[config.mk]
export PLATFORM = sky130hd
export DESIGN_NAME = modbus_rtu_response_receiver
export DESIGN_NICKNAME = d
export VERILOG_FILES = /design/src/mrr_pkg.sv /design/src/mrr_crc16.sv /design/src/mrr_frame.sv /design/src/modbus_rtu_response_receiver.sv
export SDC_FILE = /design/constraint.sdc
export NUM_CORES = 1
export LEC_CHECK = 0
export ABC_AREA = 1
export BUFFER_PORTS_ARGS = -buffer_cell sky130_fd_sc_hd__clkbuf_2
export CAP_MARGIN = 20
export CORE_ASPECT_RATIO = 0.7
export CORE_MARGIN = 1
export CORE_UTILIZATION = 40
export CTS_BUF_LIST = sky130_fd_sc_hd__clkbuf_8
export DETAILED_ROUTE_END_ITERATION = 10
export GPL_TIMING_DRIVEN = 0
export PLACE_DENSITY_LB_ADDON = 0.12
export SYNTH_ARGS = -nofsm -noshare
export SYNTH_HDL_FRONTEND = slang
export SYNTH_SLANG_ARGS = --single-unit
[constraint.sdc]
create_clock -name clk -period 6.6 [get_ports clk]
set_clock_uncertainty 0.05 [all_clocks]
set_input_delay 1.32 -clock clk [delete_from_list [all_inputs] [get_ports clk]]
set_output_delay 1.32 -clock clk [all_outputs]
set_load 0.03 [all_outputs]
[src/mrr_pkg.sv]
`timescale 1ns / 1ps

package mrr_pkg;

	localparam logic [15:0] CrcInit      = 16'hFFFF;
	localparam logic [15:0] CrcPoly      = 16'hA001;
	localparam logic [7:0]  ExcFlag      = 8'h80;
	localparam logic [7:0]  MaxByteCount = 8'd250;
	localparam logic [6:0]  FcCountLo    = 7'd1;
	localparam logic [6:0]  FcCountHi    = 7'd4;
	localparam logic [8:0]  ExcLength    = 9'd5;
	localparam logic [8:0]  EchoLength   = 9'd8;
	localparam logic [8:0]  CountExtra   = 9'd5;

	localparam logic REG_UNIT = 1'b0;
	localparam logic REG_FUNC = 1'b1;

	typedef enum logic [2:0] {
		ST_OK    = 3'd0,
		ST_UNIT  = 3'd1,
		ST_FUNC  = 3'd2,
		ST_COUNT = 3'd3,
		ST_CRC   = 3'd4,
		ST_EXC   = 3'd5
	} status_t;

	typedef enum logic [3:0] {
		KIND_PENDING   = 4'b0001,
		KIND_EXCEPTION = 4'b0010,
		KIND_COUNT     = 4'b0100,
		KIND_ECHO      = 4'b1000
	} kind_t;

	typedef struct packed {
		logic [7:0] payload_byte;
		logic       payload_valid;
		logic       frame_done;
		status_t    status;
		logic [7:0] exception_code;
	} res_t;

endpackage

[src/mrr_crc16.sv]
`timescale 1ns / 1ps

module mrr_crc16 (
	input  logic [15:0] crc_in,
	input  logic [7:0]  data,
	output logic [15:0] crc_out
);
	import mrr_pkg::*;

	always_comb begin
		logic [15:0] c;
		c = crc_in ^ {8'h00, data};
		for (int i = 0; i < 8; i++) begin
			c = c[0] ? ((c >> 1) ^ CrcPoly) : (c >> 1);
		end
		crc_out = c;
	end

endmodule

[src/mrr_frame.sv]
`timescale 1ns / 1ps

module mrr_frame (
	input  logic             clk,
	input  logic             arst_n,
	input  logic             advance,
	input  logic [7:0]       rx_byte,
	input  logic             frame_start,
	input  logic [7:0]       unit,
	input  logic [6:0]       func,
	output mrr_pkg::res_t    res
);
	import mrr_pkg::*;

	logic [15:0] crc_q, crc_e, crc_n, crc_upd;
	logic [8:0]  pos_q, pos_e, pos_n;
	logic [8:0]  len_q, len_e, len_n;
	kind_t       kind_q, kind_e, kind_n;
	logic        recv_q, recv_e, recv_n;
	logic [7:0]  lo_q, lo_e, lo_n;
	logic [7:0]  exc_q, exc_e, exc_n;
	logic [9:0]  pos_p2;
	logic        valid, done;
	status_t     status;

	mrr_crc16 u_crc (
		.crc_in (crc_e),
		.data   (rx_byte),
		.crc_out(crc_upd)
	);

	always_comb begin
		crc_e  = frame_start ? CrcInit      : crc_q;
		pos_e  = frame_start ? 9'd0         : pos_q;
		len_e  = frame_start ? 9'd0         : len_q;
		kind_e = frame_start ? KIND_PENDING : kind_q;
		lo_e   = frame_start ? 8'd0         : lo_q;
		exc_e  = frame_start ? 8'd0         : exc_q;
		recv_e = frame_start | recv_q;
		pos_p2 = {1'b0, pos_e} + 10'd2;

		crc_n  = crc_e;
		len_n  = len_e;
		kind_n = kind_e;
		lo_n   = lo_e;
		exc_n  = exc_e;
		valid  = 1'b0;
		done   = 1'b0;
		status = ST_OK;

		if (recv_e) begin
			priority if (pos_e == 9'd0) begin
				if (rx_byte != unit) begin
					done   = 1'b1;
					status = ST_UNIT;
				end else begin
					crc_n = crc_upd;
				end
			end else if (pos_e == 9'd1) begin
				priority if (rx_byte == ({1'b0, func} | ExcFlag)) begin
					kind_n = KIND_EXCEPTION;
					len_n  = ExcLength;
					crc_n  = crc_upd;
				end else if (rx_byte == {1'b0, func} && func >= FcCountLo
						&& func <= FcCountHi) begin
					kind_n = KIND_COUNT;
					len_n  = 9'd0;
					valid  = 1'b1;
					crc_n  = crc_upd;
				end else if (rx_byte == {1'b0, func}) begin
					kind_n = KIND_ECHO;
					len_n  = EchoLength;
					valid  = 1'b1;
					crc_n  = crc_upd;
				end else begin
					done   = 1'b1;
					status = ST_FUNC;
				end
			end else if (pos_e == 9'd2 && kind_e == KIND_COUNT) begin
				if (rx_byte > MaxByteCount) begin
					done   = 1'b1;
					status = ST_COUNT;
				end else begin
					len_n = {1'b0, rx_byte} + CountExtra;
					crc_n = crc_upd;
					valid = 1'b1;
				end
			end else if (pos_p2 < {1'b0, len_e}) begin
				if (kind_e == KIND_EXCEPTION) begin
					if (pos_e == 9'd2) begin
						exc_n = rx_byte;
					end
				end else begin
					valid = 1'b1;
				end
				crc_n = crc_upd;
			end else if (pos_p2 == {1'b0, len_e}) begin
				lo_n = rx_byte;
			end else begin
				done = 1'b1;
				priority if ({rx_byte, lo_e} != crc_e) begin
					status = ST_CRC;
				end else if (kind_e == KIND_EXCEPTION) begin
					status = ST_EXC;
				end else begin
					status = ST_OK;
				end
			end
		end

		recv_n = recv_e & ~done;
		pos_n  = (recv_e && !done) ? pos_e + 9'd1 : pos_e;

		res.payload_byte   = valid ? rx_byte : 8'd0;
		res.payload_valid  = valid;
		res.frame_done     = done;
		res.status         = status;
		res.exception_code = (done && status == ST_EXC) ? exc_e : 8'd0;
	end

	always_ff @(posedge clk or negedge arst_n) begin
		if (!arst_n) begin
			crc_q  <= CrcInit;
			pos_q  <= 9'd0;
			len_q  <= 9'd0;
			kind_q <= KIND_PENDING;
			recv_q <= 1'b0;
			lo_q   <= 8'd0;
			exc_q  <= 8'd0;
		end else if (advance) begin
			crc_q  <= crc_n;
			pos_q  <= pos_n;
			len_q  <= len_n;
			kind_q <= kind_n;
			recv_q <= recv_n;
			lo_q   <= lo_n;
			exc_q  <= exc_n;
		end
	end

endmodule

[src/modbus_rtu_response_receiver.sv]
`timescale 1ns / 1ps
// Channel   Handshake               Payload
// input     in_valid / in_ready     rx_byte, frame_start
// output    out_valid / out_ready   payload_byte, payload_valid, frame_done, status,
//                                   exception_code
// config    cfg_we                  cfg_index, cfg_data
// One beat per cycle sustained while out_ready is high; each byte passes the input
// register, then the result register, the CRC byte update sitting between them.
// Reset clears frame state and loads expected_function 3, expected_unit 0.
// An output stall holds the result register; the input register refills behind it.

module modbus_rtu_response_receiver (
	input  logic       clk,
	input  logic       arst_n,
	input  logic       in_valid,
	output logic       in_ready,
	input  logic [7:0] rx_byte,
	input  logic       frame_start,
	output logic       out_valid,
	input  logic       out_ready,
	output logic [7:0] payload_byte,
	output logic       payload_valid,
	output logic       frame_done,
	output logic [2:0] status,
	output logic [7:0] exception_code,
	input  logic       cfg_we,
	input  logic       cfg_index,
	input  logic [7:0] cfg_data
);
	import mrr_pkg::*;

	logic [7:0] unit_q;
	logic [6:0] func_q;
	logic       v_s1, v_s2;
	logic [7:0] byte_s1;
	logic       start_s1;
	logic       advance;
	res_t       res, res_s2;

	assign advance  = v_s1 && (!v_s2 || out_ready);
	assign in_ready = !v_s1 || advance;

	always_ff @(posedge clk or negedge arst_n) begin
		if (!arst_n) begin
			unit_q <= 8'd0;
			func_q <= 7'd3;
		end else if (cfg_we) begin
			unique case (cfg_index)
				REG_UNIT: unit_q <= cfg_data;
				REG_FUNC: func_q <= cfg_data[6:0];
				default:  unit_q <= unit_q;
			endcase
		end
	end

	always_ff @(posedge clk or negedge arst_n) begin
		if (!arst_n) begin
			v_s1 <= 1'b0;
			v_s2 <= 1'b0;
		end else begin
			if (in_ready) begin
				v_s1 <= in_valid;
			end
			if (advance) begin
				v_s2 <= 1'b1;
			end else if (out_ready) begin
				v_s2 <= 1'b0;
			end
		end
	end

	always_ff @(posedge clk) begin
		if (in_valid && in_ready) begin
			byte_s1  <= rx_byte;
			start_s1 <= frame_start;
		end
		if (advance) begin
			res_s2 <= res;
		end
	end

	mrr_frame u_frame (
		.clk        (clk),
		.arst_n     (arst_n),
		.advance    (advance),
		.rx_byte    (byte_s1),
		.frame_start(start_s1),
		.unit       (unit_q),
		.func       (func_q),
		.res        (res)
	);

	assign out_valid      = v_s2;
	assign payload_byte   = res_s2.payload_byte;
	assign payload_valid  = res_s2.payload_valid;
	assign frame_done     = res_s2.frame_done;
	assign status         = res_s2.status;
	assign exception_code = res_s2.exception_code;

endmodule

Word level (Yosys, flattened, before mapping)
Index checks and enable logic that the tools add are counted.
{"block": "totals", "reg_bits": 102, "output_inout_bits": 23, "word_cells": 152}
{"block": "op_classes", "add_sub_neg": 3, "n_lt_le_gt_ge": 4, "n_eq_ne": 10, "muxes": 88, "bitwise_logic": 13, "reduce_logical": 16}
{"cell": "$mux W16", "n": 19}
{"cell": "$mux W8", "n": 15}
{"cell": "$mux W9", "n": 11}
{"cell": "$mux W3", "n": 10}
{"cell": "$mux W4", "n": 7}
{"cell": "$mux W1", "n": 24}
{"cell": "$not A2 Y3", "n": 8}
{"cell": "$ne A16 B16 Y1", "n": 1}
{"cell": "$xor A16 B8 Y16", "n": 1}
{"cell": "$add A9 B2 Y10 const B", "n": 1}
{"cell": "$eq A10 B9 Y1", "n": 1}
{"cell": "$lt A10 B9 Y1", "n": 1}
{"cell": "$add A8 B3 Y9 const B", "n": 1}
{"cell": "$add A9 B1 Y9 const B", "n": 1}
{"cell": "$eq A9 B1 Y1 const B", "n": 1}
{"cell": "$eq A9 B2 Y1 const B", "n": 1}
{"cell": "$logic_not A9 Y1", "n": 1}
{"cell": "$eq A8 B7 Y1", "n": 1}
{"cell": "$eq A8 B8 Y1", "n": 1}
{"cell": "$gt A8 B8 Y1 const B", "n": 1}
{"cell": "$ne A8 B8 Y1", "n": 1}
{"cell": "$ge A7 B1 Y1 const B", "n": 1}
{"cell": "$le A7 B3 Y1 const B", "n": 1}
{"cell": "$logic_and A1 B1 Y1", "n": 7}
{"cell": "11 further kinds", "n": 17}

Depth between registers and ports, before layout
Gate-level depths: netlist of the first run.
{"block": "logic_depth", "depth_word": 24, "ltp_mapped": 24, "ltp_nobuf": 23}

Modules after synthesis
A second synthesis of the first run with hierarchy kept.
{"block": "hier_totals", "cells_unflattened": 942, "hier_area_um2": 7105.6}
{"module": "mrr_frame", "n_inst": 1, "cells_each": 756, "area_each_um2": 4959.8, "seq_area_each_um2": 1397.6}
{"module": "modbus_rtu_response_receiver", "n_inst": 1, "cells_each": 108, "area_each_um2": 1640.3, "seq_area_each_um2": 1328.8}
{"module": "mrr_crc16", "n_inst": 1, "cells_each": 78, "area_each_um2": 505.5, "seq_area_each_um2": 0.0}

Worst setup path after synthesis of the first run
No wires, ideal clock.
{"block": "synth_path", "kind": "reg2reg", "start": "register start_s1", "end": "register res_s2, in the netlist payload_byte[0] (data pin)", "setup_ps": 260, "t_arrival_ps": 3006, "setup_slack_ps": 3283, "stages_incl_launch_ff": 20, "synth_period_minus_slack_ps": 3317, "path_cell_list": "edfxtp_1 -> buf_2 -> buf_6 -> buf_6 -> nor2_1 -> ha_1 -> inv_1 -> nor3_2 -> xor2_1 -> ha_1 -> nand2_1 -> nor2_1 -> nand3_1 -> nand4_1 -> nand2_1 -> nand2_2 -> buf_4 -> nand2_1 -> nand2_1 -> nor2_1"}
{"block": "synth_between", "elab_chain_cells": 8, "elab_cells_between_ends": 18, "cone_classes": "add/sub (1); order compare (1); eq/ne (4); mux (9); bitwise (1); reduce/logical (2)"}
{"element": "from (decl)", "line_no": "modbus_rtu_response_receiver.sv:36", "source": "logic start_s1;"}
{"element": "from (signal assigned)", "line_no": "modbus_rtu_response_receiver.sv:75", "source": "start_s1 <= frame_start;"}
{"element": "$mux W9 or $mux W4 (tied branches)", "line_no": "mrr_frame.sv:34, mrr_frame.sv:36"}
{"element": "$add A9 B2 Y10 or $eq A4 B2 Y1 (tied branches)", "line_no": "mrr_frame.sv:40, mrr_frame.sv:89"}
{"element": "$lt A10 B9 Y1 or $mux W1 (tied branches)", "line_no": "mrr_frame.sv:88, mrr_frame.sv:89"}
{"element": "$mux W1", "line_no": "mrr_frame.sv:88", "source": "end else if (pos_p2 < {1'b0, len_e}) begin"}
{"element": "$mux W1", "line_no": "mrr_frame.sv:79", "source": "end else if (pos_e == 9'd2 && kind_e == KIND_COUNT) begin"}
{"element": "$mux W1", "line_no": "mrr_frame.sv:59", "source": "end else if (pos_e == 9'd1) begin"}
{"element": "$mux W1", "line_no": "mrr_frame.sv:52", "source": "priority if (pos_e == 9'd0) begin"}
{"element": "$mux W1 (*)", "line_no": "mrr_frame.sv:51", "source": "if (recv_e) begin"}
{"element": "to (signal assigned)", "line_no": "modbus_rtu_response_receiver.sv:78", "source": "res_s2 <= res;"}
{"element": "to (decl)", "line_no": "modbus_rtu_response_receiver.sv:38", "source": "res_t res, res_s2;"}
Mark *: on every way between the ends. The rest lies on a longest branch, timed or not.
A chain may end at the register's enable or synchronous reset.

Worst setup path after layout of the first run
{"block": "layout_path", "start": "register start_s1", "end": "register res_s2, in the netlist payload_byte[1] (data pin)"}
The elaborated chain is that of the path after synthesis.

==> results of run 1 <==
## report_power, final
group,internal [mW],leakage [nW],total (mW),switching (mW)
clock network,0.138,0.0851,0.376,0.239
registers,0.812,1.17,0.887,0.0753
logic,0.252,2.39,0.829,0.577
total,1.20,3.65,2.09,0.891
## final timing paths
kind | from | endpoint | slack [ps] | depth (start not counted)
min in group asynchronous | arst_n | u_frame.lo_q[4] | 840 | 1
max | start_s1 | payload_byte[1] | 2490 | 19
max in group asynchronous | arst_n | func_q[1] | 5010 | 2
min reg2reg | u_frame.crc_q[15] | u_frame.crc_q[15] | 430 | 2
min | u_frame.crc_q[15] | u_frame.crc_q[15] | 430 | 2
max reg2reg | start_s1 | payload_byte[1] | 2490 | 19
## logic make-up after synthesis
kind of cell	share of synthesized area (%)
flip-flops	40.6
XOR/XNOR	5.09
multiplexers	0.168
AO/OA/AOI/OAI	10.8
buffers and inverters	9.51
AND/OR/NAND/NOR	30.8
adder cells (fa/ha/maj)	2.98
## synthesized netlist by cell type, types with 8 or more instances
library cell	n	area share (%)
nand2_1	290	16
dfrtp_1	53	20
inv_2	9	0.50
buf_2	9	0.67
o211ai_1	12	1.3
nor3_1	8	0.60
dfstp_2	19	7.4
o21ai_1	19	1.4
nor2_1	98	5.5
o21ai_0	58	4.3
xnor2_1	10	1.3
inv_1	116	6.5
nand3_1	64	4.8
clkbuf_1	11	0.62
xor2_1	29	3.8
ha_1	16	3.0
a21oi_1	28	2.1
edfxtp_1	30	13
or2_2	9	0.84
## flip-flops by register name, indices dropped and copies added, names as in the netlist, 3 cells and up
| name | cells |
|---|---|
| byte_s1 | 8 |
| exception_code | 8 |
| func_q | 7 |
| payload_byte | 8 |
| status | 3 |
| u_frame.crc_q | 16 |
| u_frame.exc_q | 8 |
| u_frame.kind_q | 4 |
| u_frame.len_q | 9 |
| u_frame.lo_q | 8 |
| u_frame.pos_q | 9 |
| unit_q | 8 |
## cell usage in the layout (no fill, tap or decap), types with 4 or more instances in the layout
cell	netlist	layout
edfxtp_1	30	30
nor2_1	98	98
nand2_2	5	5
clkbuf_8	0	9
dfstp_2	19	19
nor3_1	8	8
ha_1	16	16
o21ai_0	58	58
o211ai_1	12	12
o21bai_1	4	4
nand2_1	290	290
a21oi_1	28	28
inv_2	9	9
clkbuf_1	11	10
nand4_1	5	5
buf_6	4	4
or2_2	9	9
xor2_1	29	29
inv_1	116	117
buf_2	9	9
clkbuf_2	0	45
dfrtp_1	53	53
o21ai_1	19	19
nand3_1	64	64
xnor2_1	10	10
## layout make-up
| cell class | instances | area [µm²] | share of cell area (%) |
|---|---|---|---|
| Timing Repair Buffer | 46 | 255 | 3.44 |
| Sequential cell | 102 | 2730 | 36.7 |
| Clock inverter | 7 | 48.8 | 0.658 |
| Multi-Input combinational cell | 680 | 3350 | 45.1 |
| Tap cell | 225 | 282 | 3.79 |
| Clock buffer | 9 | 124 | 1.67 |
| Inverter | 127 | 477 | 6.42 |
| Buffer | 29 | 163 | 2.19 |
## worst max-delay path, delay by kind of cell, from the launching register on
family	cells	cell delay (ps)
buffers and inverters	5	890
AND/OR/NAND/NOR	11	1770
flip-flops	1	440
adder cells (fa/ha/maj)	2	580
XOR/XNOR	1	110
## per-layer routing
layer	vias up	GRT usage (%)	share of wire [%]
met3	14	4.96	8.5
li1	3098	-	-
met1	2821	38.5	51
met2	249	34.7	39
met5	-	0	0
met4	0	5.18	0.84
==> metrics.cfg, run 1 <==
[status]
status = finished, final reports clean

[layout]
fin_util_pct = 45.4
diodes = 0
finalNonFillerCells = 1225
design_area_mm2 = 0.00742
nets = 1034
fill_cells = 1730
drive_above_1_share_pct = 13.5
area_growth_syn_to_layout_pct = 10.6

[power_and_ir_drop]
ir_drop_uv = 123
power_density_mw_per_mm2 = 282
leakage_nw = 3.65
p_total_mw = 2.09

[placement]
postPlaceCellArea_mm2 = 0.00725
pre_cts_ws_ps = 2490
placed_cells = 1209
port_buffers = 45
dp_hpwl_um = 14800
gp_congestion = 0.890

[setup_path]
max_stage_delay_ps = 440
crit_path_start_kind = flop
critPathMostFrequentCell = nand2_1
slowest_stage = edfxtp_1
worstPathCellList = buf_2 > buf_6 > buf_6 > nor2_1 > ha_1 > inv_1 > nor3_2 > xor2_1 > ha_1 > nand2_1 > nor2_1 > nand3_1 > nand4_1 > nand2_1 > nand2_2 > buf_4 > nand2_1 > nand2_1 > nor2_1
worstPathMaxFanout = 10
end_kind = flop
critPathKind = reg -> reg
cp.arrival_ps = 4200
required_ps = 6700

[synthesis]
syn_area_mm2 = 0.00671
synth_edf_count = 30
yosysSeqAreaShare_pct = 40.6
ys_seq_elements = 102
synth-async-reset-ratio_pct = 70.6
syn_nets = 977
ys.flop_type = dfrtp_1
syn_inst = 938
ys_warn_count = 0
syn_avg_cell_area_um2 = 7.15
yosysUniqueCellTypes = 39

[worst_hold_path]
min_path_type = reg -> reg

[drt]
ant_nets = 0
drt-pass1-iter-count = 6
wirelength_um = 20000
drc = 0
vias = 6182
drt_iter0_drc = 667
avgRoutedWirePerCell_um = 16.3
via_per_inst = 5.05

[timing]
post-route-min-period_ps = 4110
setup_viol = 0
rsz0062_at_grt = false
fin_ws_ps = 2490
tightestPinTransition_ps = 855
hold_ws_ps = 433
fmax_mhz = 244
hold_viol = 0
post-route-period-util_pct = 62.2
maxSlewHeadroom_pct = 43.0
report.final.slew_viol_count = 0
finalSetupTns_ps = 0

[cts]
cts_buffers = 9
cts_tree = built
post_cts_resized = 0
clk_latency_ps = 400
numClockSinks = 102
cts_setup_buffers = 0
clk_pin_slew_ps = 100
ctsHoldBuffers = 0
cts_buffer_depth = 2
htreeDepth = 3
clockRootBuffer = clkbuf_8

[grt]
grt_pass1_wl_um = 31400
grt_usage_pct = 24.8
antenna_found_initial = 0
gr-total-overflow = 0
grt_max_degree = 46
grt_pass1_vias = 5451

[floorplan]
fp.dieH_um = 110
io_pins = 46
initial_core_util_pct = 41.0
die_w_um = 157
core_area_mm2 = 0.0163
num_rows = 39
dieArea_mm2 = 0.0173

[run]
cap_violations = 0

Note: power is estimated with default switching activity, not from simulation.
==> run 2: changes to the inputs <==
clock period = 3.55 ns   (was 6.6 ns; I/O delays follow)
==> run 2 against run 1 <==
Compared with the run above:
- final cell count increased by 0.24%
- die area stayed put
- power increased by 90%
- critical path depth fell by 1
- clock power increased by 88%
- global-route usage grew 0.061 points
- first-iteration DRC count fell by 11%
==> metrics.cfg, run 2 (synthesized netlist as in run 1, its figures left out) <==
[status]
status = finished, final reports clean  ; unchanged

[setup_path]
slowest_stage = edfxtp_1  ; unchanged
critPathKind = reg -> reg  ; unchanged
crit_path_start_kind = flop  ; unchanged
r2r_start = start_s1  ; unchanged
worstPathCellList = inv_4 > buf_6 > nand3_1 > nor3_2 > nand2_1 > xor2_2 > inv_1 > ha_1 > nand2_1 > nor2_1 > nand3_1 > nand4_1 > nand2_2 > nand2_4 > buf_6 > nand2_1 > nand2_4 > nor2_1  ; was buf_2 > buf_6 > buf_6 > nor2_1 > ha_1 > inv_1 > nor3_2 > xor2_1 > ha_1 > nand2_1 > nor2_1 > nand3_1 > nand4_1 > nand2_1 > nand2_2 > buf_4 > nand2_1 > nand2_1 > nor2_1
cp.arrival_ps = 3340  ; was 4200 ps
startpoint = start_s1  ; unchanged
critPathMostFrequentCell = nand2_1  ; unchanged
required_ps = 3650  ; was 6700 ps
max_stage_delay_ps = 480  ; was 440 ps
worstPathMaxFanout = 10  ; unchanged
reg2reg_depth = 18  ; was 19
end_kind = flop  ; unchanged
endpoint = payload_byte[1]  ; unchanged
worst_r2r_endpoint = payload_byte[1]  ; unchanged
r2r_setup_slack_ps = 300  ; was 2490 ps

[layout]
layout_commonest_cell = nand2_1  ; unchanged
nets = 1037  ; was 1,034
area_growth_syn_to_layout_pct = 13.2  ; was 10.6%
finalNonFillerCells = 1228  ; was 1,225
largestRegisters = u_frame.crc_q (16), u_frame.len_q (9), u_frame.pos_q (9)  ; unchanged
diodes = 0  ; unchanged
final_cell_mix = nand2_1, inv_1, nor2_1  ; unchanged
largest-register = u_frame.crc_q  ; unchanged
drive_above_1_share_pct = 15.5  ; was 13.5%
design_area_mm2 = 0.00760  ; was 0.00742 mm²
largest_reg_flops = 16  ; unchanged

[cts]
ctsHoldBuffers = 0  ; unchanged
cts_buffers = 9  ; unchanged
cts_tree = built  ; unchanged
htreeDepth = 3  ; unchanged
clk_pin_slew_ps = 100  ; about the same
numClockSinks = 102  ; unchanged
cts_buffer_depth = 2  ; unchanged
clockRootBuffer = clkbuf_8  ; unchanged
clk_latency_ps = 410  ; was 400 ps

[grt]
grt_max_degree = 46  ; unchanged
grt_usage_pct = 24.8  ; about the same
gr-total-overflow = 0  ; unchanged
grt_pass1_vias = 5478  ; was 5,451
grt_pass1_wl_um = 31500  ; was 31,400 µm
antenna_found_initial = 0  ; unchanged

[drt]
ant_nets = 0  ; unchanged
drt_iter0_drc = 593  ; was 667
drt-pass1-iter-count = 5  ; was 6
via_per_inst = 5.03  ; was 5.05
drc = 0  ; unchanged
avgRoutedWirePerCell_um = 16.3  ; about the same
vias = 6177  ; was 6,182
wirelength_um = 20000  ; about the same

[timing]
rsz0062_at_grt = false  ; unchanged
fmax_mhz = 308  ; was 244 MHz
post-route-min-period_ps = 3250  ; was 4110 ps
maxSlewHeadroom_pct = 43.0  ; about the same
hold_viol = 0  ; unchanged
tightestPinTransition_ps = 854  ; was 855 ps
fin_ws_ps = 303  ; was 2490 ps
finalSetupTns_ps = 0  ; unchanged
post-route-period-util_pct = 91.5  ; was 62.2%
setup_viol = 0  ; unchanged
report.final.slew_viol_count = 0  ; unchanged

[run]
cap_violations = 0  ; unchanged

[floorplan]
dieArea_mm2 = 0.0173  ; unchanged
num_rows = 39  ; unchanged
fp.dieH_um = 110  ; unchanged
die_w_um = 157  ; unchanged
core_area_mm2 = 0.0163  ; unchanged
io_pins = 46  ; unchanged
initial_core_util_pct = 41.0  ; unchanged

[power_and_ir_drop]
internal_power_mw = 2.28  ; was 1.20 mW
leakage_nw = 3.74  ; was 3.65 nW
p_sw_share_pct = 42.8  ; was 42.6%
combPwrFrac_pct = 40.9  ; was 39.6%
power_frac_seq_pct = 41.4  ; was 42.4%
power_density_mw_per_mm2 = 524  ; was 282 mW/mm²
switchingPower_mw = 1.70  ; was 891 µW
ir_drop_uv = 228  ; was 123 µV
p_clk_share_pct = 17.7  ; was 18.0%

[worst_hold_path]
min_path_type = in -> async  ; was reg -> reg

[placement]
port_buffers = 45  ; unchanged
postPlaceCellArea_mm2 = 0.00725  ; unchanged
gp_congestion = 0.890  ; unchanged
dp_hpwl_um = 14800  ; unchanged
pre_cts_ws_ps = -558  ; was 2490 ps
placed_cells = 1209  ; unchanged

==> run 2: cell count changes in the layout (fill, tap and decap cells not counted), sizes merged <==
cell    previous run  this run
buf               19        21
clkbuf            65        66
==> run 2: through the flow <==
step | hold WS, ps | power, mW | utilization [%]
finish | 234 | 3.98 | 46.5
global placement | 411 | 3.17 | 44.1
CTS | 233 | 3.94 | 45.8
floorplan | 364 | 2.74 | -
global route | 258 | 4.27 | 46.5
detailed placement | 416 | 3.18 | 44.3
==> run 2: cell type report <==
class,instances,area [µm²]
fillers,1710,8750
multi-input cells,680,3480
flip-flops and latches,102,2730
inverters,127,479
repair buffers,51,305
well taps,225,282
plain buffers,27,155
clock buffers,9,124
clock inverters,7,48.8
==> run 2: power groups by stage <==
stage	combinational (mW)	clock, mW	sequential, mW
6_report	1.63	0.705	1.65
5_1_grt	1.82	0.766	1.68
4_1_cts	1.56	0.730	1.65
3_5_place_dp	1.52	0	1.67
3_3_place_gp	1.50	0	1.67
2_1_floorplan	1.04	0	1.70
==> run 2: routing by layer <==
layer,track usage (%),wire [µm],vias to the layer above
li1,-,-,3100
met1,38.4,10300,2831
met2,34.6,7840,228
met3,5.28,1680,18
met4,5.39,236,0
met5,0,0,-
==> run 2: critical path, delay by kind of cell (launching register included) <==
| family | cells | cell delay (ps) |
|---|---|---|
| buffers and inverters | 4 | 580 |
| adders and majority gates | 1 | 300 |
| DFF | 1 | 480 |
| and+or+nand+nor | 12 | 1440 |
| xor gates and xnor gates | 1 | 160 |
==> run 2: repair_timing <==
action	CTS	global route
gates resized for setup	9	27
hold endpoints to repair	0	0
pin swaps	6	9
setup buffers	3	2
endpoints found under the setup margin	62	61
==> run 2: how the worst min path moves through the flow <==
| stage | from | cells past startpoint | to |
|---|---|---|---|
| after floorplan | arst_n | 0 | func_q[2] |
| after global placement | u_frame.crc_q[14] | 2 | u_frame.crc_q[14] |
| after detailed placement | u_frame.exc_q[7] | 2 | u_frame.exc_q[7] |
| after CTS | arst_n | 1 | u_frame.pos_q[7] |
| after global routing | arst_n | 1 | u_frame.lo_q[4] |
| final | arst_n | 1 | u_frame.exc_q[2] |
